### src/rtl/cgt_pkg.sv
`default_nettype none

package cgt_pkg;

   localparam int FRAME_W = 4;
   localparam int NEST_W  = 6;
   localparam int REQ_DATA_W = 8;
   localparam int REQ_USER_W = 3;
   localparam int RSP_DATA_W = 16;

   typedef enum logic [2:0] {
      FUNC_TEXT  = 3'd0,
      FUNC_OPEN  = 3'd1,
      FUNC_ELIF  = 3'd2,
      FUNC_ELSE  = 3'd3,
      FUNC_ENDIF = 3'd4,
      FUNC_OTHER = 3'd5,
      FUNC_EOF   = 3'd6
   } func_type;

   typedef enum logic [3:0] {
      ERR_NONE           = 4'd0,
      ERR_MALFORMED      = 4'd1,
      ERR_ELIF_NO_IF     = 4'd2,
      ERR_ELIF_AFTER_ELSE = 4'd3,
      ERR_ELSE_NO_IF     = 4'd4,
      ERR_DUP_ELSE       = 4'd5,
      ERR_ENDIF_NO_IF    = 4'd6,
      ERR_UNTERMINATED   = 4'd7,
      ERR_OVERFLOW       = 4'd8
   } err_type;

   typedef struct packed {
      logic branch;
      logic saw_else;
      logic taken;
      logic parent;
   } frame_type;

   typedef struct packed {
      logic      push;
      logic      pop;
      logic      clear;
      logic      wr_top;
      frame_type frame;
   } stack_op_type;

   typedef struct packed {
      logic    active;
      err_type err_code;
   } line_result_type;

endpackage

`default_nettype wire

### src/rtl/cgt_ram.sv
`default_nettype none

module cgt_ram #(
   parameter int WIDTH = 4,
   parameter int DEPTH = 32,
   localparam int AW = (DEPTH > 1) ? $clog2(DEPTH) : 1
) (
   input  wire logic             clock,
   input  wire logic             wr_en,
   input  wire logic [AW-1:0]    wr_addr,
   input  wire logic [WIDTH-1:0] wr_data,
   input  wire logic [AW-1:0]    rd_addr,
   output logic      [WIDTH-1:0] rd_data
);

   logic [WIDTH-1:0] mem_ff [DEPTH];

   always_ff @(posedge clock) begin
      if (wr_en) begin
         mem_ff[wr_addr] <= wr_data;
      end
      rd_data <= mem_ff[rd_addr];
   end

endmodule

`default_nettype wire

### src/rtl/cgt_frame_logic.sv
`default_nettype none

module cgt_frame_logic
   import cgt_pkg::*;
(
   input  wire logic      [2:0] func,
   input  wire logic            cond,
   input  wire logic            malformed,
   input  wire logic            empty,
   input  wire logic            full,
   input  wire frame_type       top,
   output stack_op_type         op,
   output line_result_type      result
);

   logic      region;
   logic      enclosing;
   logic      take;
   frame_type f;

   always_comb begin
      region    = empty | top.branch;
      enclosing = empty | top.parent;
      take      = region & cond & ~malformed;
      f         = top;
      op        = '0;
      result.active   = region;
      result.err_code = ERR_NONE;

      unique case (func)
         FUNC_OPEN: begin
            result.active = region;
            if (full) begin
               result.err_code = ERR_OVERFLOW;
            end else begin
               f.parent   = region;
               f.taken    = take | ~region;
               f.branch   = take;
               f.saw_else = 1'b0;
               op.push    = 1'b1;
               if (region && malformed) begin
                  result.err_code = ERR_MALFORMED;
               end
            end
         end
         FUNC_ELIF: begin
            result.active = enclosing;
            if (empty) begin
               result.err_code = ERR_ELIF_NO_IF;
            end else if (top.saw_else) begin
               result.err_code = ERR_ELIF_AFTER_ELSE;
            end else begin
               op.wr_top = 1'b1;
               if (!top.parent || top.taken || !cond) begin
                  f.branch = 1'b0;
               end else begin
                  f.taken  = 1'b1;
                  f.branch = 1'b1;
               end
            end
         end
         FUNC_ELSE: begin
            result.active = enclosing;
            if (empty) begin
               result.err_code = ERR_ELSE_NO_IF;
            end else if (top.saw_else) begin
               result.err_code = ERR_DUP_ELSE;
            end else begin
               op.wr_top  = 1'b1;
               f.branch   = top.parent & ~top.taken;
               f.saw_else = 1'b1;
               f.taken    = 1'b1;
            end
         end
         FUNC_ENDIF: begin
            result.active = enclosing;
            if (empty) begin
               result.err_code = ERR_ENDIF_NO_IF;
            end else begin
               op.pop = 1'b1;
            end
         end
         FUNC_EOF: begin
            result.active = 1'b1;
            op.clear      = 1'b1;
            if (!empty) begin
               result.err_code = ERR_UNTERMINATED;
            end
         end
         default: begin
            result.active = region;
         end
      endcase

      op.frame = f;
   end

endmodule

`default_nettype wire

### src/rtl/conditional_group_tracker_core.sv
// Conditional group tracker: follows if/elif/else/endif nesting of one
// preprocessed file, one classified line per request. Each request yields
// exactly one response (active flag, error code, nesting level after the
// line). Throughput is one line per clock while responses are taken; an
// accepted request goes to the input register, then response register.
// The top two frames sit in registers and deeper frames in a RAM of
// STACK_DEPTH entries whose registered read is prefetched one line ahead,
// so pushes and pops never stall. No clearing pass is needed after reset:
// only the level counter and valid/bypass flags are reset; EOF clears it.
`default_nettype none

module conditional_group_tracker_core
   import cgt_pkg::*;
#(
   parameter int STACK_DEPTH = 32
) (
   input  wire logic                  clock,
   input  wire logic                  reset,
   input  wire logic                  req_tvalid,
   output logic                       req_tready,
   input  wire logic [REQ_DATA_W-1:0] req_tdata,  // [0] cond, [1] malformed
   input  wire logic [REQ_USER_W-1:0] req_tuser,  // [2:0] func
   output logic                       rsp_tvalid,
   input  wire logic                  rsp_tready,
   output logic      [RSP_DATA_W-1:0] rsp_tdata   // [0] active, [4:1] err_code,
                                                  // [10:5] nest_level
);

   localparam int AW = (STACK_DEPTH > 1) ? $clog2(STACK_DEPTH) : 1;
   localparam int CW = $clog2(STACK_DEPTH + 1);

   // input register
   logic                  in_valid_ff, in_valid_in;
   logic [2:0]            func_ff;
   logic                  cond_ff;
   logic                  bad_ff;

   // stack state
   logic [CW-1:0]         count_ff, count_in;
   frame_type             top_ff, top_in;
   frame_type             below_ff, below_in;
   logic                  byp_ff, byp_in;
   frame_type             byp_data_ff;
   frame_type             deep;

   // response register
   logic                  out_valid_ff, out_valid_in;
   logic                  act_ff;
   err_type               err_ff;
   logic [NEST_W-1:0]     nest_ff;

   logic                  advance;
   logic                  empty;
   logic                  full;
   stack_op_type          op;
   line_result_type       result;
   logic [CW-1:0]         count_calc;
   logic                  ram_we;
   logic [AW-1:0]         ram_wr_addr;
   logic [AW-1:0]         ram_rd_addr;
   logic [FRAME_W-1:0]    ram_rd_data;

   assign advance    = in_valid_ff & (~out_valid_ff | rsp_tready);
   assign req_tready = ~in_valid_ff | advance;

   assign empty = (count_ff == '0);
   assign full  = (count_ff == CW'(STACK_DEPTH));

   cgt_frame_logic u_logic (
      .func      (func_ff),
      .cond      (cond_ff),
      .malformed (bad_ff),
      .empty     (empty),
      .full      (full),
      .top       (top_ff),
      .op        (op),
      .result    (result)
   );

   always_comb begin
      count_calc = count_ff;
      if (op.clear) begin
         count_calc = '0;
      end else if (op.push) begin
         count_calc = count_ff + CW'(1);
      end else if (op.pop) begin
         count_calc = count_ff - CW'(1);
      end
   end

   assign deep = byp_ff ? byp_data_ff : frame_type'(ram_rd_data);

   always_comb begin
      count_in = count_ff;
      top_in   = top_ff;
      below_in = below_ff;
      byp_in   = 1'b0;
      if (advance) begin
         count_in = count_calc;
         byp_in   = op.push;
         if (op.push) begin
            top_in   = op.frame;
            below_in = top_ff;
         end else if (op.pop) begin
            top_in   = below_ff;
            below_in = deep;
         end else if (op.wr_top) begin
            top_in   = op.frame;
         end
      end
   end

   // frame below the two held in registers spills to the RAM on push
   assign ram_we      = advance & op.push & ({1'b0, count_ff} >= (CW + 1)'(2));
   assign ram_wr_addr = AW'(count_ff - CW'(2));
   assign ram_rd_addr = AW'(count_in - CW'(3));

   cgt_ram #(
      .WIDTH (FRAME_W),
      .DEPTH (STACK_DEPTH)
   ) u_ram (
      .clock   (clock),
      .wr_en   (ram_we),
      .wr_addr (ram_wr_addr),
      .wr_data (below_ff),
      .rd_addr (ram_rd_addr),
      .rd_data (ram_rd_data)
   );

   always_comb begin
      in_valid_in = in_valid_ff;
      if (req_tready) begin
         in_valid_in = req_tvalid;
      end else if (advance) begin
         in_valid_in = 1'b0;
      end
      out_valid_in = out_valid_ff;
      if (advance) begin
         out_valid_in = 1'b1;
      end else if (rsp_tready) begin
         out_valid_in = 1'b0;
      end
   end

   always_ff @(posedge clock) begin
      if (reset) begin
         in_valid_ff  <= 1'b0;
         out_valid_ff <= 1'b0;
         count_ff     <= '0;
         byp_ff       <= 1'b0;
      end else begin
         in_valid_ff  <= in_valid_in;
         out_valid_ff <= out_valid_in;
         count_ff     <= count_in;
         byp_ff       <= byp_in;
      end
   end

   always_ff @(posedge clock) begin
      if (req_tready && req_tvalid) begin
         func_ff <= req_tuser[2:0];
         cond_ff <= req_tdata[0];
         bad_ff  <= req_tdata[1];
      end
      if (advance) begin
         act_ff  <= result.active;
         err_ff  <= result.err_code;
         nest_ff <= NEST_W'(count_calc);
      end
      top_ff      <= top_in;
      below_ff    <= below_in;
      byp_data_ff <= below_ff;
   end

   assign rsp_tvalid = out_valid_ff;
   assign rsp_tdata  = {{(RSP_DATA_W - 1 - 4 - NEST_W){1'b0}}, nest_ff, err_ff, act_ff};

endmodule

`default_nettype wire

### config.mk
export PLATFORM = sky130hd
export DESIGN_NAME = conditional_group_tracker_core
export DESIGN_NICKNAME = d
export VERILOG_FILES = /design/src/rtl/cgt_pkg.sv /design/src/rtl/cgt_ram.sv /design/src/rtl/cgt_frame_logic.sv /design/src/rtl/conditional_group_tracker_core.sv
export SDC_FILE = /design/constraint.sdc
export NUM_CORES = 1
export LEC_CHECK = 0
export ABC_CLOCK_PERIOD_IN_PS = 5800
export BUFFER_PORTS_ARGS = -buffer_cell sky130_fd_sc_hd__buf_4
export CORE_MARGIN = 3
export CORE_UTILIZATION = 30
export CTS_BUF_LIST = sky130_fd_sc_hd__clkbuf_2
export CTS_CLUSTER_DIAMETER = 60
export CTS_CLUSTER_SIZE = 10
export DETAILED_ROUTE_END_ITERATION = 16
export PLACE_DENSITY = 0.46
export SYNTH_ARGS = -nofsm -noshare
export SYNTH_HDL_FRONTEND = slang
export SYNTH_SLANG_ARGS = --single-unit
### constraint.sdc
create_clock -name clock -period 5.8 [get_ports clock]
set_input_delay 0.58 -clock clock [delete_from_list [all_inputs] [get_ports clock]]
set_output_delay 0.58 -clock clock [all_outputs]
set_load 0.02 [all_outputs]
==> impl_metrics.yaml, run 1 <==
sta:
  final_min_period_over_clock_period: 0.801
  finalCriticalPeriod_ns: 4.64
  hold_violations: 0
  fin_hold_ws_ns: 0.500
  max_freq_mhz: 215
  timing_worst_slew_pin_value_ns: 0.983
  clock_skew_ns: 0.0326
  timing.max_slew.rel_slack: 0.345
  setup_violations: 0
  drv_slew: 0
  fin_setup_tns_ns: 0
  grt_setup_unrepaired: "no"
pwr:
  vdd_drop_max_mv: 0.0862
  cellPowerDensity_nw_per_um2: 222
  totalPowerFinal_mw: 2.26
  p_leak_nw: 3.12
worst_hold_path:
  worstHoldPathCells: 2
  worstHoldPathType: "in2reg"
  min_from: "req_tdata[1]"
  min_delay_worst_endpoint: "bad_ff"
worst_setup_path:
  worst-r2r-setup-slack_ns: 1.16
  worst_path_largest_cell_delay_ns: 0.54
  worst-endpoint-arrival_ns: 5.32
  critical_path_class: "reg2reg"
  critPathMaxFanout: 33
  path_delay_family: "simple AND/OR/NAND/NOR gates"
  worst_path_max_delay_cell: "nor4b_4"
  r2r.worst_path.cells: 15
  cpMostUsedCell: "mux2i_1"
  required_worst_endpoint_ns: 6.48
  r2r-start: "count_ff[0]"
  critical_path.cell_chain: "inv_1 -> ha_1 -> nor4b_4 -> a21oi_4 -> buf_4 -> o21a_2 -> o21ai_1 -> ha_1 -> nor2b_2 -> buf_4 -> o211ai_1 -> nand4_1 -> mux2i_1 -> mux2i_1 -> mux2i_1"
  worst_setup_path_end_kind: "flop"
  worst_setup_path_start_kind: "flop"
  timing.rr.end: "u_ram.rd_data[2]"
  path_buf_inv: 3
route:
  drt_pass1_iterations: 5
  routed_wirelength_um: 28300
  avgViaCountPerCell: 5.62
  initialDrtViolationCount: 693
  wl_per_cell_um: 22.6
  drtAntennaViolNets: 0
  detailroute.via_count: 7036
  drc: 0
synthesis:
  synth.lib_cells_used.distinct: 60
  netlist_area_um2: 9370
  synth-seq-cells: 169
  post_synth.cell_area_avg_um2: 10.9
  number_of_synthesized_flops_with_an_enable_pin: 152
  synth_top_cell_by_area: "edfxtp_1"
  post_synth_main_area_contributors: "edfxtp_1 (49%), o211ai_1 (21%), dfxtp_1 (3.6%)"
  synthFlopType: "edfxtp_1"
  yosysWarningCount: 0
  synth_sequential_area_ratio: 0.523
  post-synth-top-area-fraction: 0.487
  synth-async-reset-ratio: 0
  syn_inst: 861
  synthTopCellsByCount: "o211ai_1 (256), edfxtp_1 (152), inv_1 (72)"
  post-synth-top-count-cell: "o211ai_1"
clock_network:
  clk_root_buffer_cell: "clkbuf_2"
  htree_num_levels: 4
  clock_sinks: 169
  clk_pin_slew_ns: 0.26
  cts-buffers-inserted: 17
  cts_buffer_depth: 2
  cts_hold_buffers: 9
  cts_setup_buffers: 0
  tritoncts: "yes"
  post_cts.resized_instances: 0
  skew_pair_late_insertion_delay_ns: 0.79
global_routing:
  grt_pass1_vias: 7061
  groute.usage.overall: 0.168
  grt_start_max_net_pins: 73
  antenna_found_initial: 1
  grt_pass1_wl_um: 43500
  grt.overflow.total: 0
place:
  cells_after_dpl: 1210
  place.gp.congestion: 0.750
  dpl.hpwl_um: 15600
  portBuffers: 21
run:
  maxCapViolations: 0
layout:
  area_used_by_sequential_logic_in_the_layout_um2: 4900
  n_fill_cell: 3063
  final_core_util: 0.332
  multi_input_area_um2: 3870
  areaGrowthSynthToFinish_pct: 8.66
  finished_layout_cells: 1252
  finalNetCount: 865
  drive_gt1_frac: 0.113
die:
  die-height_um: 183
  design.core.area_um2: 30700
  floorplan.initialDensity: 0.306
  floorplan.rows: 64
  pin_count: 33
  die_width_um: 183
  die_area_um2: 33400
outcome:
  outcome: "completed"
## how the worst max path moves through the flow
stage,depth (start not counted),from,slack (ns),to
2_1_floorplan,18,count_ff[0],2.28,u_ram.rd_data[1]
3_3_place_gp,15,count_ff[0],1.21,u_ram.rd_data[2]
3_5_place_dp,15,count_ff[0],1.18,u_ram.rd_data[2]
4_1_cts,15,count_ff[0],1.13,u_ram.rd_data[2]
5_1_grt,16,count_ff[0],0.84,u_ram.rd_data[2]
6_report,15,count_ff[0],1.16,u_ram.rd_data[2]
## layer usage
metal,vias up,part of all wire,global-route usage
li1,3308,-,-
met1,3490,0.47,0.237
met2,199,0.47,0.267
met3,39,0.039,0.0224
met4,0,0.023,0.0606
met5,-,0,0
## metrics by stage
step | setup WS [ns] | cell area (µm²)
after floorplan | 2.28 | 9390
after global placement | 1.21 | 9830
after detailed placement | 1.18 | 9830
after CTS | 1.13 | 10200
after global routing | 0.837 | 10200
final | 1.16 | 10200
## kinds of logic after synthesis
kind of cell	after synthesis	share of synthesized area
flops	169	0.523
mux	34	0.0363
xor+xnor	11	0.0151
simple gates	162	0.0910
fa+ha+maj	8	0.0107
compound gates	314	0.252
other cells	1	0.000400
buf+inv	162	0.0714
## layout by cell type, fill, tap and decap left out, drive strengths merged, types with 3 or more instances in the layout
master | Yosys | layout
o211ai | 256 | 256
edfxtp | 152 | 152
inv | 73 | 76
nor2 | 59 | 59
buf | 32 | 38
nand4 | 34 | 34
mux2i | 34 | 34
nand2 | 28 | 28
o21ai | 19 | 19
dfxtp | 17 | 17
clkbuf | 57 | 17
a21oi | 10 | 10
dlygate4sd3 | 0 | 9
ha | 8 | 8
nand3 | 7 | 7
xnor2 | 7 | 7
clkinv | 0 | 7
nand2b | 6 | 6
nor2b | 6 | 6
nor3 | 5 | 5
conb | 1 | 5
a31oi | 5 | 5
o22a | 4 | 4
nand3b | 4 | 4
xor2 | 4 | 4
and2 | 3 | 3
bufinv | 0 | 3
a21boi | 3 | 3
## worst reg2reg max path: stages, from the launching register on
cell      delay [ns]
dfxtp_1         0.52
inv_1           0.24
ha_1            0.32
nor4b_4         0.54
a21oi_4         0.15
buf_4           0.29
o21a_2          0.26
o21ai_1         0.21
ha_1            0.25
nor2b_2         0.47
buf_4           0.44
o211ai_1        0.18
nand4_1         0.15
mux2i_1         0.13
mux2i_1         0.28
mux2i_1         0.12
## sequential cells by signal, summed over array words and instances (netlist names)
| name | cells |
|---|---|
| u_ram.mem_ff | 128 |
| count_ff | 6 |
| nest_ff | 6 |
| below_ff | 4 |
| byp_data_ff | 4 |
| err_ff | 4 |
| top_ff | 4 |
| u_ram.rd_data | 4 |
| func_ff | 3 |
| act_ff | 1 |
| bad_ff | 1 |
| byp_ff | 1 |
| cond_ff | 1 |
| in_valid_ff | 1 |
| rsp_tvalid | 1 |
## report_power, final
group          internal, mW  switching [mW]  leakage (nW)
combinational        0.0682           0.153          1.45
sequential             1.33          0.0124          1.51
clock                 0.243           0.455         0.154
## cell type report
type / instances / share of cell area
repair buffers: 47 / 0.0369
diodes: 1 / 0.000246
clock buffers: 17 / 0.00835
clock inverters: 15 / 0.0172
flip-flops and latches: 169 / 0.482
well taps: 396 / 0.0486
multi-input cells: 534 / 0.380
inverters: 73 / 0.0269
Power figures use the tool's default switching activity.
==> run 2, diff against run 1 <==
Settings changed: ABC_AREA from default to 1, ABC_CLOCK_PERIOD_IN_PS 5800 to 3980, PLACE_DENSITY 0.46 to 0.47.
Clock period 5.8 ns to 3.98 ns, I/O delays scaled along.
==> run 2 against run 1 <==
Net effect: die area fell by 13%; register-to-register slack got worse by 0.53 ns; global-route usage fell by 3.1 points; first-iteration DRC count fell by 50%.
==> impl_metrics.yaml, run 2 <==
outcome:
  outcome: "completed"
synthesis:
  synthFlopType: "edfxtp_1"
  synth-seq-cells: 169
  synth-async-reset-ratio: 0
  synthTopCellsByCount: "nand3_1 (157), edfxtp_1 (152), nand2_1 (150)"
  yosys.area_share.adder: 0.0123
  number_of_synthesized_flops_with_an_enable_pin: 152
  post_synth.cell_area_avg_um2: 10.0
  post_synth_main_area_contributors: "edfxtp_1 (56%), nand3_1 (9.7%), nand2_1 (6.9%)"
  synth_xor_xnor_area_share: 0.00431
  synth.lib_cells_used.distinct: 38
  post-synth-top-count-cell: "nand3_1"
  post-synth-top-area-fraction: 0.562
  yosysWarningCount: 0
  syn_inst: 811
  synth_top_family_by_area: "simple AND/OR/NAND/NOR gates"
  post_synth_mux_area_share: 0
  synth_sequential_area_ratio: 0.604
  synthSimpleGateAreaFrac: 0.260
  synth_top_cell_by_area: "edfxtp_1"
  netlist_area_um2: 8130
  synth_compound_gate_area_share: 0.0256
clock_network:
  cts_buffer_depth: 2
  clk_pin_slew_ns: 0.24
  tritoncts: "yes"
  cts-buffers-inserted: 17
  skew_pair_late_insertion_delay_ns: 0.72
  clock_sinks: 169
  clk_root_buffer_cell: "clkbuf_2"
  htree_num_levels: 4
route:
  drtAntennaViolNets: 0
  drt_pass1_iterations: 5
  drc: 0
  wl_per_cell_um: 16.5
  initialDrtViolationCount: 345
  detailroute.via_count: 5471
  routed_wirelength_um: 19500
  avgViaCountPerCell: 4.64
layout:
  layout.cells.most_common: "nand3_1"
  finalNetCount: 853
  final_core_util: 0.333
  highest_count_cells_in_the_layout_ignoring_fill_and_taps: "nand3_1 (157), edfxtp_1 (152), nand2_1 (149)"
  area_used_by_sequential_logic_in_the_layout_um2: 4900
  areaGrowthSynthToFinish_pct: 8.04
  finished_layout_cells: 1178
  drive_gt1_frac: 0.0962
  n_fill_cell: 2718
  largest_registers: "u_ram.mem_ff x128, count_ff x6, nest_ff x6"
  finalInstanceArea_um2: 8780
  multi_input_area_um2: 2470
  max_flop_register: "u_ram.mem_ff"
  largest_register_ffs: 128
worst_setup_path:
  worst-r2r-setup-slack_ns: 0.63
  worst_setup_path_start_kind: "flop"
  worst_path_max_delay_cell: "dfxtp_1"
  worst-endpoint-arrival_ns: 3.99
  timing.rr.end: "u_ram.rd_data[3]"
  critical_path_class: "reg2reg"
  worst_setup_path_end_kind: "flop"
  critical_path.cell_chain: "inv_1 -> ha_1 -> nand3_2 -> nand2_4 -> nand2_4 -> nand2_2 -> nand2_1 -> nand2_1 -> inv_1 -> ha_1 -> inv_1 -> nand3_1 -> nand2_2 -> nand3_1 -> nand3_1 -> nand2_1 -> nand2_1 -> nand2_1"
  worst_path_largest_cell_delay_ns: 0.40
  required_worst_endpoint_ns: 4.62
  r2r.worst_path.cells: 18
  cpMostUsedCell: "nand2_1"
  critPathMaxFanout: 16
  r2r-start: "count_ff[1]"
pwr:
  cellPowerDensity_nw_per_um2: 377
  vdd_drop_max_mv: 0.152
  p_leak_nw: 3.54
sta:
  setup_violations: 0
  fin_hold_ws_ns: 0.103
  timing.max_slew.rel_slack: 0.505
  clock_skew_ns: 0.0285
  grt_setup_unrepaired: "no"
  final_min_period_over_clock_period: 0.842
  max_freq_mhz: 298
  timing_worst_slew_pin_value_ns: 0.743
  drv_slew: 0
  hold_violations: 0
  fin_setup_tns_ns: 0
  finalCriticalPeriod_ns: 3.35
global_routing:
  grt_pass1_vias: 5237
  groute.usage.overall: 0.137
  grt_pass1_wl_um: 30300
  antenna_found_initial: 1
  grt_start_max_net_pins: 66
  grt.overflow.total: 0
die:
  floorplan.rows: 59
  die-height_um: 171
  die_area_um2: 29100
  design.core.area_um2: 26400
  floorplan.initialDensity: 0.308
  pin_count: 33
  die_width_um: 171
worst_hold_path:
  min_delay_worst_endpoint: "func_ff[1]"
  worstHoldPathType: "in2reg"
  min_from: "req_tvalid"
  worstHoldPathCells: 3
place:
  place.gp.congestion: 0.790
  cells_after_dpl: 1138
  portBuffers: 21
  dpl.hpwl_um: 11800
  dpl-instance-area_um2: 8480
run:
  maxCapViolations: 0
-- run 2: cell types whose count changed after synthesis, moves of 7 or more --
cell / change
clkbuf_1: -50
nand2_1: +122
nand3b_1: +45
o211ai_1: -250
buf_4: +7
buf_6: +12
nand4_1: -30
nand2_2: +8
inv_1: +44
buf_2: -12
mux2i_1: -34
nand3_1: +151
nor2_1: -9
-- run 2: area by class of cell --
class / instances / share of cell area
antenna: 1 / 0.000285
clock buffer: 17 / 0.00969
clock inverter: 14 / 0.0144
inverter: 119 / 0.0509
multi-input combinational: 483 / 0.282
sequential: 169 / 0.559
tap: 335 / 0.0477
timing repair buffer: 40 / 0.0365
-- run 2: power breakdown --
part | total (mW) | switching [mW] | leakage (nW) | internal [mW]
combinational | 0.478 | 0.333 | 1.91 | 0.145
clock | 0.841 | 0.616 | 0.116 | 0.225
sequential | 1.99 | 0.0227 | 1.52 | 1.97
-- run 2: what timing repair did --
item,CTS,global route
setup endpoints to repair,0,0
hold endpoints to repair,14,0
hold buffers,8,0
setup buffers,0,0
resized for setup,0,0
-- run 2: logic make-up after synthesis --
logic type,count (synthesis)
other cells,1
simple gates,432
flops,169
buf+inv,163
fa+ha+maj,8
xor+xnor,4
compound gates,34
-- run 2: worst max path at each step --
stage / from / endpoint / cells past startpoint
after floorplan: count_ff[1] / u_ram.rd_data[0] / 19
after global placement: count_ff[1] / u_ram.rd_data[3] / 16
after detailed placement: count_ff[1] / u_ram.rd_data[2] / 18
after CTS: count_ff[1] / u_ram.rd_data[2] / 18
after global routing: count_ff[1] / u_ram.rd_data[0] / 18
final: count_ff[1] / u_ram.rd_data[3] / 18
-- run 2: layer usage --
layer | share of wire | up-vias | wire, µm | GRT usage
li1 | - | 2759 | - | -
met1 | 0.48 | 2596 | 9350 | 0.186
met2 | 0.47 | 97 | 9180 | 0.225
met3 | 0.030 | 19 | 585 | 0.0220
met4 | 0.017 | 0 | 338 | 0.0441
met5 | 0 | - | 0 | 0
-- run 2: through the flow --
step | power, mW | setup WS (ns)
global placement | 2.50 | 0.680
detailed placement | 2.51 | 0.648
floorplan | 2.36 | 1.30
global route | 3.48 | 0.308
finish | 3.31 | 0.629
CTS | 3.36 | 0.593
-- run 2: critical path: cells and delay by family (launching register included) --
family	cells	cell delay (ns)
simple gates	13	1.90
fa+ha+maj	2	0.59
flops	1	0.40
buf+inv	3	0.40
